===== src/rtl/core/lsae_pkg.sv =====
// ---------------------------------------------------------------------------
// lsae_pkg
// shared constants, action and mode codes, and colour helpers for the
// led strip animation engine
// ---------------------------------------------------------------------------
package lsae_pkg;

  localparam int LSAE_PIXELS = 16;

  localparam int COLOUR_W = 24;

  localparam logic [2:0] ACT_SET_PIXEL = 3'd0;
  localparam logic [2:0] ACT_SET_ALL   = 3'd1;
  localparam logic [2:0] ACT_SET_MODE  = 3'd2;
  localparam logic [2:0] ACT_RENDER    = 3'd3;
  localparam logic [2:0] ACT_SHOW      = 3'd4;

  localparam logic [2:0] MODE_OFF      = 3'd0;
  localparam logic [2:0] MODE_BREATH   = 3'd1;
  localparam logic [2:0] MODE_FLOW     = 3'd2;
  localparam logic [2:0] MODE_GRADIENT = 3'd3;
  localparam logic [2:0] MODE_COLORFUL = 3'd4;
  localparam logic [2:0] MODE_LIMIT    = 3'd5;

  localparam logic [7:0] BREATH_PERIOD = 8'd200;
  localparam logic [7:0] BREATH_HALF   = 8'd100;
  localparam logic [7:0] HUE_STEP_GRAD = 8'd2;
  localparam logic [7:0] HUE_STEP_RBOW = 8'd3;
  localparam logic [7:0] HUE_PIX_STEP  = 8'd10;

  localparam logic [27:0] BREATH_RECIP = 28'd5243;

  typedef logic [COLOUR_W-1:0] colour_t;

  function automatic colour_t pack_grb(input logic [7:0] r, input logic [7:0] g,
                                       input logic [7:0] b);
    return {g, r, b};
  endfunction

  // 255 * scale / 100 for scale up to 100, by reciprocal multiplication
  function automatic logic [7:0] breath_level(input logic [6:0] scale);
    logic [14:0] x;
    logic [27:0] prod;
    x = {scale, 8'd0} - 15'(scale);
    prod = 28'(x) * BREATH_RECIP;
    return prod[26:19];
  endfunction

  function automatic colour_t hue_word(input logic [7:0] h);
    logic [2:0] region;
    logic [7:0] start;
    logic [5:0] d;
    logic [7:0] rem;
    logic [7:0] q;
    if (h >= 8'd215) begin
      region = 3'd5;
      start  = 8'd215;
    end else if (h >= 8'd172) begin
      region = 3'd4;
      start  = 8'd172;
    end else if (h >= 8'd129) begin
      region = 3'd3;
      start  = 8'd129;
    end else if (h >= 8'd86) begin
      region = 3'd2;
      start  = 8'd86;
    end else if (h >= 8'd43) begin
      region = 3'd1;
      start  = 8'd43;
    end else begin
      region = 3'd0;
      start  = 8'd0;
    end
    d   = 6'(h - start);
    rem = {d, 2'b00} + {1'b0, d, 1'b0};
    q   = 8'd255 - rem;
    unique case (region)
      3'd0:    return pack_grb(8'd255, rem, 8'd0);
      3'd1:    return pack_grb(q, 8'd255, 8'd0);
      3'd2:    return pack_grb(8'd0, 8'd255, rem);
      3'd3:    return pack_grb(8'd0, q, 8'd255);
      3'd4:    return pack_grb(rem, 8'd0, 8'd255);
      default: return pack_grb(8'd255, 8'd0, q);
    endcase
  endfunction

endpackage


===== src/rtl/core/lsae_ram.sv =====
// ---------------------------------------------------------------------------
// lsae_ram
// generic single write port, single read port ram with registered read
// ---------------------------------------------------------------------------
module lsae_ram #(
  parameter int WIDTH = 24,
  parameter int DEPTH = 16,
  localparam int AW = (DEPTH > 1) ? $clog2(DEPTH) : 1
) (
  input  logic             clk,
  input  logic             we,
  input  logic [AW-1:0]    waddr,
  input  logic [WIDTH-1:0] wdata,
  input  logic [AW-1:0]    raddr,
  output logic [WIDTH-1:0] rdata
);

  logic [WIDTH-1:0] mem [DEPTH];

  always_ff @(posedge clk) begin
    if (we) begin
      mem[waddr] <= wdata;
    end
    rdata <= mem[raddr];
  end

endmodule


===== src/rtl/core/led_strip_animation_engine.sv =====
// set pixel, set all and set mode are handled in the cycle they are accepted
// show and render walk the store: the transaction, a ram read to prime,
// then one pixel per cycle while the output is not stalled
// render in colorful mode first writes a hue into the ram for every pixel, one hue per cycle
// output stalls pause the pixel walk; a new transaction is taken once the walk ends
// reset is synchronous; per-pixel valid bits make the whole store read black at once
// ---------------------------------------------------------------------------
// led_strip_animation_engine
// grb colour store in a ram with animation render and strip-order pixel output
// ---------------------------------------------------------------------------
module led_strip_animation_engine
  import lsae_pkg::*;
#(
  parameter int PIXEL_COUNT = LSAE_PIXELS
) (
  input  logic        clk,
  input  logic        rst,
  input  logic        in_valid,
  output logic        in_ready,
  input  logic [2:0]  action,
  input  logic [15:0] pixel_index,
  input  logic [7:0]  red,
  input  logic [7:0]  green,
  input  logic [7:0]  blue,
  input  logic [2:0]  mode_value,
  output logic        out_valid,
  input  logic        out_ready,
  output logic [5:0]  led_number,
  output logic [7:0]  out_green,
  output logic [7:0]  out_red,
  output logic [7:0]  out_blue,
  output logic        last_pixel
);

  localparam int AW = (PIXEL_COUNT > 1) ? $clog2(PIXEL_COUNT) : 1;
  localparam logic [AW-1:0] LAST_IDX = AW'(PIXEL_COUNT - 1);

  localparam logic [1:0] ST_IDLE  = 2'd0;
  localparam logic [1:0] ST_FILL  = 2'd1;
  localparam logic [1:0] ST_PRIME = 2'd2;
  localparam logic [1:0] ST_EMIT  = 2'd3;

  logic [1:0]             state;
  logic [AW-1:0]          p;
  logic [7:0]             walk;
  colour_t                base;
  logic [PIXEL_COUNT-1:0] valid_bits;
  logic [2:0]             mode;
  logic [15:0]            frame_tick;
  logic [7:0]             breath_phase;
  logic [15:0]            dot_position;
  logic [AW-1:0]          dot_slot;
  logic [7:0]             hue_phase;

  logic          accept;
  logic          load;
  logic          last_p;
  logic          idx_ok;
  colour_t       pix_word;
  logic [6:0]    scale;
  logic [7:0]    breath_phase_next;
  logic [AW-1:0] dot_slot_next;

  logic          ram_we;
  logic [AW-1:0] ram_waddr;
  colour_t       ram_wdata;
  logic [AW-1:0] ram_raddr;
  colour_t       ram_rdata;

  assign in_ready = (state == ST_IDLE);
  assign accept   = in_valid && in_ready;
  assign load     = (state == ST_EMIT) && (!out_valid || out_ready);
  assign last_p   = (p == LAST_IDX);
  assign idx_ok   = (pixel_index < 16'(PIXEL_COUNT));
  assign pix_word = valid_bits[p] ? ram_rdata : base;
  assign scale    = (breath_phase <= BREATH_HALF) ? 7'(breath_phase)
                                                  : 7'(BREATH_PERIOD - breath_phase);

  assign breath_phase_next = ((frame_tick == 16'hFFFF) ||
                              (breath_phase == BREATH_PERIOD - 8'd1)) ? 8'd0
                                                                      : breath_phase + 8'd1;
  assign dot_slot_next = ((dot_position == 16'hFFFF) || (dot_slot == LAST_IDX)) ? '0
                                                                                : dot_slot + 1'b1;

  always_comb begin
    ram_we    = 1'b0;
    ram_waddr = p;
    ram_wdata = hue_word(walk);
    if (state == ST_FILL) begin
      ram_we = 1'b1;
    end else if (accept && (action == ACT_SET_PIXEL) && idx_ok) begin
      ram_we    = 1'b1;
      ram_waddr = pixel_index[AW-1:0];
      ram_wdata = pack_grb(red, green, blue);
    end else if (accept && (action == ACT_RENDER) && (mode == MODE_FLOW)) begin
      ram_we    = 1'b1;
      ram_waddr = dot_slot;
      ram_wdata = {COLOUR_W{1'b1}};
    end
  end

  assign ram_raddr = (load && !last_p) ? p + 1'b1 : p;

  lsae_ram #(
    .WIDTH (COLOUR_W),
    .DEPTH (PIXEL_COUNT)
  ) u_store (
    .clk   (clk),
    .we    (ram_we),
    .waddr (ram_waddr),
    .wdata (ram_wdata),
    .raddr (ram_raddr),
    .rdata (ram_rdata)
  );

  always_ff @(posedge clk) begin
    if (rst) begin
      state        <= ST_IDLE;
      p            <= '0;
      base         <= '0;
      valid_bits   <= '0;
      mode         <= MODE_OFF;
      frame_tick   <= '0;
      breath_phase <= '0;
      dot_position <= '0;
      dot_slot     <= '0;
      hue_phase    <= '0;
      out_valid    <= 1'b0;
    end else begin
      if (load) begin
        out_valid <= 1'b1;
      end else if (out_ready) begin
        out_valid <= 1'b0;
      end
      unique case (state)
        ST_IDLE: begin
          if (accept) begin
            unique case (action)
              ACT_SET_PIXEL: begin
                if (idx_ok) begin
                  valid_bits[pixel_index[AW-1:0]] <= 1'b1;
                end
              end
              ACT_SET_ALL: begin
                base       <= pack_grb(red, green, blue);
                valid_bits <= '0;
              end
              ACT_SET_MODE: begin
                if (mode_value < MODE_LIMIT) begin
                  mode         <= mode_value;
                  frame_tick   <= '0;
                  breath_phase <= '0;
                  dot_position <= '0;
                  dot_slot     <= '0;
                  hue_phase    <= '0;
                end
              end
              ACT_RENDER: begin
                frame_tick   <= frame_tick + 16'd1;
                breath_phase <= breath_phase_next;
                p            <= '0;
                state        <= ST_PRIME;
                case (mode)
                  MODE_BREATH: begin
                    base       <= pack_grb(8'd0, 8'd0, breath_level(scale));
                    valid_bits <= '0;
                  end
                  MODE_FLOW: begin
                    base         <= '0;
                    valid_bits   <= PIXEL_COUNT'(1'b1) << dot_slot;
                    dot_position <= dot_position + 16'd1;
                    dot_slot     <= dot_slot_next;
                  end
                  MODE_GRADIENT: begin
                    base       <= hue_word(hue_phase);
                    valid_bits <= '0;
                    hue_phase  <= hue_phase + HUE_STEP_GRAD;
                  end
                  MODE_COLORFUL: begin
                    walk      <= hue_phase;
                    hue_phase <= hue_phase + HUE_STEP_RBOW;
                    state     <= ST_FILL;
                  end
                  default: begin
                    base       <= '0;
                    valid_bits <= '0;
                  end
                endcase
              end
              ACT_SHOW: begin
                p     <= '0;
                state <= ST_PRIME;
              end
              default: ;
            endcase
          end
        end
        ST_FILL: begin
          valid_bits[p] <= 1'b1;
          walk          <= walk + HUE_PIX_STEP;
          if (last_p) begin
            p     <= '0;
            state <= ST_PRIME;
          end else begin
            p <= p + 1'b1;
          end
        end
        ST_PRIME: begin
          state <= ST_EMIT;
        end
        ST_EMIT: begin
          if (load) begin
            if (last_p) begin
              state <= ST_IDLE;
            end else begin
              p <= p + 1'b1;
            end
          end
        end
        default: state <= ST_IDLE;
      endcase
    end
  end

  always_ff @(posedge clk) begin
    if (load) begin
      led_number <= 6'(p);
      out_green  <= pix_word[23:16];
      out_red    <= pix_word[15:8];
      out_blue   <= pix_word[7:0];
      last_pixel <= last_p;
    end
  end

  a_fill_writes: assert property (@(posedge clk) disable iff (rst)
    (state == ST_FILL) |-> ram_we)
    else $error("colour fill cycle without ram write");

  a_last_number: assert property (@(posedge clk) disable iff (rst)
    (out_valid && last_pixel) |-> (led_number == 6'(PIXEL_COUNT - 1)))
    else $error("last pixel flag on wrong led number");

  a_show_primes: assert property (@(posedge clk) disable iff (rst)
    (accept && (action == ACT_SHOW)) |=> (state == ST_PRIME))
    else $error("show transaction did not start a pixel walk");

  a_walk_step: assert property (@(posedge clk) disable iff (rst)
    (load && !last_p) |=> (p == AW'($past(p) + 1'b1)))
    else $error("pixel walk skipped or repeated a pixel");

endmodule


===== config.mk =====
export PLATFORM = sky130hd
export DESIGN_NAME = led_strip_animation_engine
export DESIGN_NICKNAME = d
export VERILOG_FILES = /design/src/rtl/core/lsae_pkg.sv /design/src/rtl/core/lsae_ram.sv /design/src/rtl/core/led_strip_animation_engine.sv
export SDC_FILE = /design/constraint.sdc
export NUM_CORES = 1
export LEC_CHECK = 0
export BUFFER_PORTS_ARGS = -buffer_cell sky130_fd_sc_hd__clkbuf_2
export CORE_UTILIZATION = 27
export CTS_CLUSTER_SIZE = 8
export DETAILED_ROUTE_END_ITERATION = 8
export GPL_ROUTABILITY_DRIVEN = 0
export PLACE_DENSITY = 0.49
export REMOVE_ABC_BUFFERS = 1
export SLEW_MARGIN = 10
export SYNTH_ARGS = -nofsm -noshare
export SYNTH_HDL_FRONTEND = slang
export SYNTH_SLANG_ARGS = --single-unit

===== constraint.sdc =====
create_clock -name clk -period 10 [get_ports clk]
set_input_delay 0.5 -clock clk [delete_from_list [all_inputs] [get_ports clk]]
set_output_delay 0.5 -clock clk [all_outputs]
set_load 0.05 [all_outputs]

==> metrics.yaml, run 1 <==
outcome:
  outcome: "finished, final reports clean"
sta:
  min_period_ns: 7.89
  slew_headroom_pct: 16.6
  worst_pin_slew_ns: 1.25
  setup_viol: 0
  max_clock_freq_ghz: 0.127
  setup_slack_ns: 2.11
  final-hold-violation-count: 0
  rsz0062_at_grt: "no"
  timing.final.crit_share_pct: 78.9
  fin_skew_ns: 0.0264
  drv_slew: 0
pwr:
  switchingPower_mw: 1.26
  p_seq_share_pct: 46.0
  swShare_pct: 23.7
  power_density_nw_per_um2: 159
  p_int_mw: 4.06
  peakVddDrop_mv: 0.127
  p_leak_nw: 12.3
  clkPwrFrac_pct: 46.5
  combPwrFrac_pct: 7.5
logic_synthesis:
  synth_top_area_share_pct: 43.4
  async_flop_share_pct: 0
  synth_seq_cells: 547
  ys_types: 93
  netlist_instances: 2652
  synth_edf_count: 421
  yosys.area.top_type: "edfxtp_1"
  syn_area_um2: 29100
  synth_flop_cell: "edfxtp_1"
  ys_top_cells_by_area: "edfxtp_1 (43%), dfxtp_1 (8.7%), ha_1 (6.1%)"
  yosysSeqAreaShare_pct: 52.1
  ys_warn_count: 0
  syn_avg_cell_area_um2: 11.0
clocking:
  ctsResizeCount: 0
  post_cts_buffers: 0
  root_buffer: "clkbuf_16"
  insertion_delay_ns: 0.62
  cts_sinks: 547
  postCtsHoldBufs: 0
  cts-buffers-inserted: 79
  clock_path_buffers: 3
  cts_tree: "built"
  cts_htree_levels: 3
  clk_pin_slew_worst_paths_ns: 0.05
die:
  rows: 120
  start_util_pct: 27.2
  io_pins: 83
  die_w_um: 330
  die-height_um: 330
  die_area_um2: 109000
  coreArea_um2: 107000
global_routing:
  grt_pass1_vias: 19600
  grt_util_all_layers_pct: 15.5
  grt_max_degree: 126
  grt-ovfl-total: 0
  grt_pass1_wl_um: 126000
  grt_antenna_before_repair: 5
worst_setup_path:
  critPathArrivalTime_ns: 8.39
  worstPathRequired_ns: 10.50
  critPathTopFamily: "adder cells"
  cp_slowest_stage_delay_ns: 0.75
  rrSetupSlack_ns: 2.11
  cp_slowest_cell: "mux2i_1"
  cp-start-kind: "flip-flop"
  path_max_fanout: 7
  crit_type: "flip-flop to flip-flop"
  reg2regPathDepth: 26
  r2r-start: "breath_phase[1]"
  cpMostUsedCell: "inv_1"
  timing.rr.end: "base[4]"
  cp-end-kind: "flip-flop"
  cp_num_buf_inv: 6
route:
  routed_via_density: 4.90
  drt_first_pass_iters: 7
  drtAntennaViolNets: 0
  remaining_drc_errors: 0
  wl_per_cell_um: 20.4
  drt_wl_total_um: 84900
  vias: 20400
  drtIter0Drc: 1628
cells_and_area:
  syn2layout_area_growth_pct: 14.7
  final_nets: 2967
  stdcell_count: 4161
  drive_gt1_share_pct: 10.4
hold_path:
  worstHoldEndpoint: "mode[2]"
  worstHoldStart: "mode_value[2]"
  hold_path.class: "input pin to flip-flop"
  worstHoldPathCells: 3
placement:
  pre_cts_slack_ns: 2.06
  dp.cells: 4027
  port_buffers: 80
  post-dp-hpwl_um: 52600
run:
  drv_cap: 0
[worst max-delay path by stage]
stage	startpoint	endpoint	slack (ns)	depth (start not counted)
after CTS	breath_phase[1]	base[4]	2.04	26
after detailed placement	breath_phase[1]	base[4]	2.06	26
final	breath_phase[1]	base[4]	2.11	26
after global routing	breath_phase[1]	base[4]	1.55	26
after global placement	breath_phase[1]	base[4]	2.30	26
after floorplan	p[0]	u_store.rdata[0]	-2.29	7
[power by group through the flow]
stage,Combinational [mW],Sequential (mW),Clock (mW)
2_1_floorplan,0.280,2.49,0
3_3_place_gp,0.405,2.49,0
3_5_place_dp,0.406,2.49,0
4_1_cts,0.409,2.45,2.53
5_1_grt,0.466,2.45,2.63
6_report,0.399,2.45,2.47
[per-stage QoR]
step | hold WS [ns] | setup TNS (ns) | total power [mW] | util [%] | cell area [µm²]
5_1_grt | 0.138 | 0 | 5.54 | 31.2 | 33400
3_3_place_gp | 0.460 | 0 | 2.90 | 29.1 | 31100
4_1_cts | 0.100 | 0 | 5.39 | 31.2 | 33400
2_1_floorplan | 0.432 | -54.93 | 2.77 | - | 28500
6_report | 0.136 | 0 | 5.32 | 31.2 | 33400
3_5_place_dp | 0.470 | 0 | 2.90 | 29.1 | 31100
[layer usage]
metal / vias up / wire length (µm) / GRT usage (%)
met5: - / 41 / 0
met4: 6 / 1740 / 4.38
met3: 103 / 5490 / 3.11
met2: 558 / 38200 / 24.2
met1: 10000 / 39500 / 21.6
li1: 9710 / - / -
[cell usage in the layout, fill, tap and decap left out, types with 20 or more instances in the layout]
cell type  instances
a211oi_1          76
a21o_1            20
a21oi_1          125
a31oi_1           63
and3_1            65
buf_4             34
clkbuf_1          47
clkbuf_16         79
clkbuf_2          79
dfxtp_1          126
edfxtp_1         421
fa_1              69
ha_1             142
inv_1            185
mux2_2            28
mux2i_1          112
nand2_1          196
nand3_1           49
nor2_1           260
nor2b_1           26
nor3_1           127
o21ai_0           78
o22ai_1           27
xnor2_1           45
xor2_1            40
[worst min-delay path, delay by kind of cell]
family | cells | cell delay (ns)
buffers and inverters | 1 | 0.08
muxes | 1 | 0.06
and+or+nand+nor | 1 | 0.07
[cell families (layout without fill, tap and decap cells)]
| family | count (synthesis) | count (layout) | synth area share (%) |
|---|---|---|---|
| adders and majority gates | 212 | 212 | 10.9 |
| DFF | 547 | 547 | 52.1 |
| AOI/OAI and AO/OA | 499 | 499 | 11.2 |
| buffers and inverters | 329 | 433 | 4.50 |
| xor gates and xnor gates | 86 | 86 | 2.61 |
| and+or+nand+nor | 833 | 833 | 13.4 |
| muxes | 145 | 145 | 5.32 |
| other | 1 | 3 | 0.0129 |
[synthesized netlist by cell type (20+ instances only)]
| library cell | number |
|---|---|
| a21o_1 | 20 |
| nor2b_1 | 26 |
| a31oi_1 | 64 |
| clkbuf_1 | 104 |
| o21ai_0 | 78 |
| edfxtp_1 | 421 |
| nand2_1 | 197 |
| fa_1 | 69 |
| a21oi_1 | 128 |
| buf_2 | 22 |
| xor2_1 | 40 |
| mux2_2 | 28 |
| nor3_1 | 127 |
| inv_1 | 185 |
| mux2i_1 | 112 |
| and3_1 | 65 |
| xnor2_1 | 45 |
| ha_1 | 143 |
| nor2_1 | 277 |
| o22ai_1 | 27 |
| nand3_1 | 49 |
| dfxtp_1 | 126 |
| a211oi_1 | 77 |
[flip-flops by register name, indices dropped and copies added, names as in the netlist]
register	cells
base	24
breath_phase	8
dot_position	16
dot_slot	4
frame_tick	16
hue_phase	8
last_pixel	1
led_number	4
mode	3
out_blue	8
out_green	8
out_red	8
out_valid	1
p	4
state	2
u_store.mem	384
u_store.rdata	24
valid_bits	16
walk	8
[area by class of cell]
class | count | area, µm²
Timing Repair Buffer | 115 | 676
Sequential cell | 547 | 15200
Clock buffer | 127 | 2170
Antenna cell | 1 | 2.50
Tap cell | 1403 | 1760
Clock inverter | 6 | 100
Multi-Input combinational cell | 1777 | 12800
Inverter | 185 | 694
Fill cell | 10900 | 73500
Note: power is estimated with default switching activity, not from simulation.
==> run 2, diff against run 1 <==
==> constraint.sdc (replaced) <==
create_clock -name clk -period 7.4 [get_ports clk]
set_input_delay 0.37 -clock clk [delete_from_list [all_inputs] [get_ports clk]]
set_output_delay 0.37 -clock clk [all_outputs]
set_load 0.05 [all_outputs]
==> run 2 against run 1 <==
Effect of this change: flip-flop and latch count is the same; count of clock-buffer cells in the layout grew 8; wire length grew 0.65%; die area is the same; global-route usage grew 0.16 points; hold slack lost 0.053 ns; cell area grew 0.66%; via count grew 0.70%; core utilization grew 0.20 points; first-iteration DRC count grew 2.5%; fmax grew 15%; non-clock buffer count grew 16; largest power group unchanged.
==> metrics.yaml, run 2 (same netlist as run 1, synthesis figures left out) <==
outcome:
  outcome: "finished, final reports clean"
placement:
  post-dp-hpwl_um: 54200  # +3.0%
  port_buffers: 80  # unchanged
  placed_cell_area_um2: 31200  # +0.29%
  pre_cts_slack_ns: 0.157  # -1.90 ns
route:
  wl_per_cell_um: 20.4  # about the same
  vias: 20500  # +0.70%
  remaining_drc_errors: 0  # unchanged
  drtAntennaViolNets: 0  # unchanged
  drt_wl_total_um: 85500  # +0.65%
  drtIter0Drc: 1669  # +2.5%
  drt_first_pass_iters: 8  # +1
  routed_via_density: 4.91  # about the same
worst_setup_path:
  cp-start-kind: "flip-flop"
  critPathArrivalTime_ns: 7.40  # -0.99 ns
  crit_type: "flip-flop to flip-flop"
  worstPathRequired_ns: 7.93  # -2.57 ns
  cp-end-kind: "flip-flop"
  path_max_fanout: 5  # -2
  reg2regPathDepth: 26  # unchanged
cells_and_area:
  nFillCells: 10900  # -0.53%
  syn2layout_area_growth_pct: 15.5
  final_cell_mix: "edfxtp_1 (421), nor2_1 (259), nand2_1 (196)"
  design_area_um2: 33600  # +0.66%
  reg_top3: "u_store.mem (384), base (24), u_store.rdata (24)"
  layout_commonest_cell: "edfxtp_1"
  largest_reg_flops: 384  # unchanged
  drive_gt1_share_pct: 11.1  # +0.71 points
  regMostFlops: "u_store.mem"
  final_nets: 2982  # +0.51%
die:
  die_w_um: 330  # unchanged
  rows: 120  # unchanged
  start_util_pct: 27.2  # unchanged
  die-height_um: 330  # unchanged
  io_pins: 83  # unchanged
  die_area_um2: 109000  # unchanged
  coreArea_um2: 107000  # unchanged
clocking:
  clk_pin_slew_worst_paths_ns: 0.05  # about the same
  root_buffer: "clkbuf_16"
  cts-buffers-inserted: 78  # -1.3%
  insertion_delay_ns: 0.63  # about the same
  cts_htree_levels: 3  # unchanged
  clock_path_buffers: 3  # unchanged
  cts_sinks: 547  # unchanged
  cts_tree: "built"
pwr:
  power_density_nw_per_um2: 216  # +35%
  p_leak_nw: 12.4  # +1.0%
  total_power_mw: 7.26  # +36%
  peakVddDrop_mv: 0.190  # +50%
sta:
  max_clock_freq_ghz: 0.145  # +15%
  worst_pin_slew_ns: 1.28  # +0.0270 ns
  setup_slack_ns: 0.524  # -1.59 ns
  timing.final.crit_share_pct: 92.9  # +14 points
  fin_skew_ns: 0.0260  # -0.000333 ns
  min_period_ns: 6.88  # -1.01 ns
  slew_headroom_pct: 14.8  # -1.8 points
  setup_viol: 0  # unchanged
  rsz0062_at_grt: "no"
  final-hold-violation-count: 0  # unchanged
  drv_slew: 0  # unchanged
  whs_ns: 0.0830  # -0.0527 ns
global_routing:
  grt-ovfl-total: 0  # unchanged
  grt_antenna_before_repair: 6  # +1
  grt_max_degree: 158  # +25%
  grt_util_all_layers_pct: 15.6  # +0.16 points
  grt_pass1_wl_um: 128000  # +1.8%
  grt_pass1_vias: 20000  # +1.9%
run:
  drv_cap: 0  # unchanged
hold_path:
  worstHoldPathCells: 3  # unchanged
  hold_path.class: "input pin to flip-flop"
==> run 2: cell types whose count changed in the layout (fill, tap and decap cells not counted), sizes merged <==
| cell | delta |
|---|---|
| inv | +2 |
| dlygate4sd3 | +3 |
| clkinv | -3 |
| diode | +2 |
| buf | +13 |
| clkbuf | +8 |
==> run 2: critical path, cell delays in order (launching register included) <==
cell	delay, ns
dfxtp_1	0.30
inv_1	0.16
ha_1	0.21
o21ai_0	0.08
a31oi_1	0.19
mux2_2	0.40
inv_1	0.13
nand3_2	0.15
nor2b_4	0.22
buf_4	0.14
mux2_2	0.36
fa_1	0.55
inv_1	0.05
ha_1	0.30
fa_1	0.46
fa_1	0.55
inv_1	0.05
fa_1	0.53
inv_1	0.04
ha_1	0.31
and3_1	0.20
o211ai_1	0.10
a31oi_1	0.10
a21oi_2	0.23
o21bai_1	0.11
or4b_2	0.62
a221oi_1	0.27
==> run 2: final timing paths <==
path | slack (ns) | endpoint | start
min | 0.08 | base[16] | green[0]
max | 0.52 | base[4] | breath_phase[0]
min reg2reg | 0.48 | frame_tick[15] | frame_tick[15]
max reg2reg | 0.52 | base[4] | breath_phase[0]
==> run 2: layout make-up <==
| cell class | count | area, µm² | area share [%] |
|---|---|---|---|
| repair buffers | 131 | 803 | 2.39 |
| diodes | 3 | 7.51 | 0.0223 |
| flip-flops and latches | 547 | 15200 | 45.1 |
| well taps | 1403 | 1760 | 5.22 |
| multi-input cells | 1777 | 12900 | 38.3 |
| clock inverters | 5 | 85.1 | 0.253 |
| inverters | 185 | 694 | 2.07 |
| clock buffers | 135 | 2230 | 6.63 |
==> run 2: what timing repair did <==
item,in CTS,in global routing
resized for setup,0,11
hold buffers,3,0
endpoints found under the setup margin,0,4
hold endpoints to repair,3,0
buffers inserted,0,1
==> run 2: where the power goes <==
part | internal (mW) | switching [mW]
combinational | 0.205 | 0.348
sequential | 3.30 | 0.0142
clock | 2.04 | 1.35
==> run 2: routing by layer <==
| layer | share of wire (%) | global-route usage, % | wire, µm |
|---|---|---|---|
| met1 | 47 | 22.2 | 40100 |
| met2 | 45 | 24.3 | 38500 |
| met3 | 6.0 | 2.86 | 5120 |
| met4 | 2.0 | 4.14 | 1720 |
| met5 | 0.061 | 0 | 52 |
==> run 2: metrics by stage <==
stage	std cells	util, %	TNS [ns]
after floorplan	2509	-	-117.34
after global placement	4039	29.2	0
after detailed placement	4039	29.2	0
after CTS	4182	31.4	0
after global routing	4184	31.4	0
final	4186	31.4	0
==> run 3, diff against run 2 <==
--- a/config.mk
+++ b/config.mk
@@ -6,6 +6,7 @@
 export NUM_CORES = 1
 export LEC_CHECK = 0
 export BUFFER_PORTS_ARGS = -buffer_cell sky130_fd_sc_hd__clkbuf_2
+export CORE_MARGIN = 5
 export CORE_UTILIZATION = 27
 export CTS_CLUSTER_SIZE = 8
 export DETAILED_ROUTE_END_ITERATION = 8
==> constraint.sdc (replaced) <==
create_clock -name clk -period 7.4 [get_ports clk]
set_input_delay 0.74 -clock clk [delete_from_list [all_inputs] [get_ports clk]]
set_output_delay 0.74 -clock clk [all_outputs]
set_load 0.05 [all_outputs]
==> run 3 against run 2 <==
Effect of this change: combinational power hardly changed; via count is 0.50% lower; clock skew is 0.0070 ns lower; critical endpoint unchanged; highest routed layer unchanged.
==> metrics.yaml, run 3 (same netlist as run 1, synthesis figures left out) <==
sta:
  final-hold-violation-count: 0  # unchanged
  slew_headroom_pct: 11.1  # -3.7 points
  timing.final.crit_share_pct: 95.3  # +2.4 points
  worst_pin_slew_ns: 1.33  # +0.0522 ns
  drv_slew: 0  # unchanged
  setup_viol: 0  # unchanged
  max_clock_freq_ghz: 0.142  # -2.5%
  whs_ns: 0.378  # +0.295 ns
  fin_skew_ns: 0.0190  # -0.00699 ns
  setup_slack_ns: 0.346  # -0.177 ns
  min_period_ns: 7.05  # +0.177 ns
worst_setup_path:
  rrSetupSlack_ns: 0.35  # -0.18 ns
  reg2regPathDepth: 23  # -12%
  critPathArrivalTime_ns: 7.57  # +0.17 ns
  path_cells: "buf_4, or2_1, o2111ai_2, xor2_1, nand3_1, xnor2_1, ha_1, ha_1, inv_1, fa_1, inv_1, fa_1, inv_1, fa_1, inv_1, ha_1, a21o_1, a2111oi_1, o211ai_1, a21oi_2, o21bai_1, or4b_2, a221oi_1"
  cp_slowest_cell: "or4b_2"
  critPathTopFamily: "adder cells"
  path_max_fanout: 11  # +6
  cp_num_buf_inv: 5  # -1
  cp-start-kind: "flip-flop"
  timing.rr.end: "base[4]"
  worstPathRequired_ns: 7.91  # -0.02 ns
  cp-end-kind: "flip-flop"
  r2r-start: "breath_phase[3]"
  crit_type: "flip-flop to flip-flop"
  cpMostUsedCell: "inv_1"
  cp_slowest_stage_delay_ns: 0.62  # about the same
global_routing:
  grt_util_all_layers_pct: 14.6  # -1.0 points
  grt_antenna_before_repair: 3  # -3
  grt-ovfl-total: 0  # unchanged
  grt_pass1_wl_um: 129000  # +0.73%
  grt_max_degree: 160  # +1.3%
  grt_pass1_vias: 20300  # +1.7%
clocking:
  post_cts_buffers: 0  # unchanged
  insertion_delay_ns: 0.62  # about the same
  root_buffer: "clkbuf_16"
  clk_pin_slew_worst_paths_ns: 0.06  # about the same
  cts_sinks: 547  # unchanged
  cts_tree: "built"
  cts_htree_levels: 3  # unchanged
  cts-buffers-inserted: 79  # +1.3%
  clock_path_buffers: 3  # unchanged
cells_and_area:
  nFillCells: 11000  # +0.56%
  final_nets: 2984  # +0.067%
  reg_top3: "u_store.mem (384), base (24), u_store.rdata (24)"
  regMostFlops: "u_store.mem"
  final_cell_mix: "edfxtp_1 (421), nor2_1 (259), nand2_1 (196)"
  layout_commonest_cell: "edfxtp_1"
  drive_gt1_share_pct: 11.4  # +0.31 points
  largest_reg_flops: 384  # unchanged
  syn2layout_area_growth_pct: 15.5  # about the same
  antennaDiodeCount: 0  # -3
die:
  die-height_um: 338  # +2.4%
  die_area_um2: 114000  # +4.9%
  start_util_pct: 27.2  # -0.038 points
  io_pins: 83  # unchanged
  rows: 120  # unchanged
  coreArea_um2: 107000  # +0.14%
  die_w_um: 338  # +2.4%
hold_path:
  worstHoldPathCells: 3  # unchanged
  worstHoldStart: "mode_value[1]"
  worstHoldEndpoint: "mode[1]"
  hold_path.class: "input pin to flip-flop"
run:
  drv_cap: 0  # unchanged
pwr:
  p_leak_nw: 12.4  # about the same
  peakVddDrop_mv: 0.154  # -19%
  power_density_nw_per_um2: 217  # +0.32%
route:
  remaining_drc_errors: 0  # unchanged
  drtIter0Drc: 1651  # -1.1%
  drtAntennaViolNets: 0  # unchanged
  routed_via_density: 4.88  # -0.50%
  wl_per_cell_um: 20.5  # +0.39%
  vias: 20400  # -0.50%
  drt_wl_total_um: 85800  # +0.39%
  drt_first_pass_iters: 7  # -1
placement:
  port_buffers: 80  # unchanged
  post-dp-hpwl_um: 54800  # +1.2%
  pre_cts_slack_ns: 0.183  # +0.0261 ns
outcome:
  outcome: "finished, final reports clean"
run 3: cell count changes in the layout (fill, tap and decap cells not counted), moves of 2 or more:
cell           previous run  this run
buf_4                    47        51
a21oi_1                 124       122
diode_2                   3         0
inv_16                    3         0
clkbuf_1                 53        55
dlygate4sd3_1             3         0
a21oi_2                   2         4
run 3: repair_timing:
item | 4_1_cts | 5_1_grt
setup endpoints to repair | 0 | 4
hold buffers | 0 | 0
resized for setup | 0 | 13
run 3: routing by layer:
metal	vias up	wire, µm	part of all wire, %	GRT usage, %
met1	10100	40200	47	20.4
met3	125	4900	5.7	2.88
met4	2	2260	2.6	4.30
met2	504	38500	45	23.1
met5	-	13	0.015	0
li1	9739	-	-	-
run 3: stage by stage:
step | std cells | instance area [µm²] | util, % | TNS [ns] | power [mW]
global route | 4186 | 33600 | 31.4 | -0.0161 | 7.59
detailed placement | 4044 | 31300 | 29.2 | 0 | 3.92
floorplan | 2509 | 28500 | - | -117.34 | 3.74
finish | 4186 | 33600 | 31.4 | 0 | 7.28
CTS | 4186 | 33600 | 31.4 | 0 | 7.38
global placement | 4044 | 31300 | 29.2 | 0 | 3.93
run 3: worst max-delay path by stage:
stage                               start          endpoint  slack, ns  depth (start not counted)
after global placement    breath_phase[1]           base[4]       0.34                         26
after detailed placement  breath_phase[1]           base[4]       0.18                         26
after global routing      breath_phase[1]           base[4]      -0.02                         26
final                     breath_phase[3]           base[4]       0.35                         23
after CTS                 breath_phase[0]           base[4]       0.15                         26
after floorplan                      p[0]  u_store.rdata[0]      -4.89                          7
run 3: where the power goes:
part,total (mW),internal [mW],switching [mW]
registers,3.31,3.30,0.0140
clock network,3.42,2.09,1.33
logic,0.551,0.203,0.347
run 3: cell type report:
type	instances	area, µm²	area share, %
inverter	185	694	2.07
multi-input combinational	1777	12900	38.3
clock inverter	4	71.3	0.212
tap	1403	1760	5.22
sequential	547	15200	45.1
clock buffer	138	2260	6.72
timing repair buffer	132	803	2.39
run 3: worst reg2reg max path, cell delays in order, from the launching register on:
cell and delay (ns):
dfxtp_1 0.34, buf_4 0.19, or2_1 0.27, o2111ai_2 0.29
xor2_1 0.47, nand3_1 0.16, xnor2_1 0.42, ha_1 0.35
ha_1 0.29, inv_1 0.07, fa_1 0.53, inv_1 0.06
fa_1 0.53, inv_1 0.05, fa_1 0.52, inv_1 0.04
ha_1 0.32, a21o_1 0.17, a2111oi_1 0.38, o211ai_1 0.24
a21oi_2 0.24, o21bai_1 0.12, or4b_2 0.62, a221oi_1 0.30
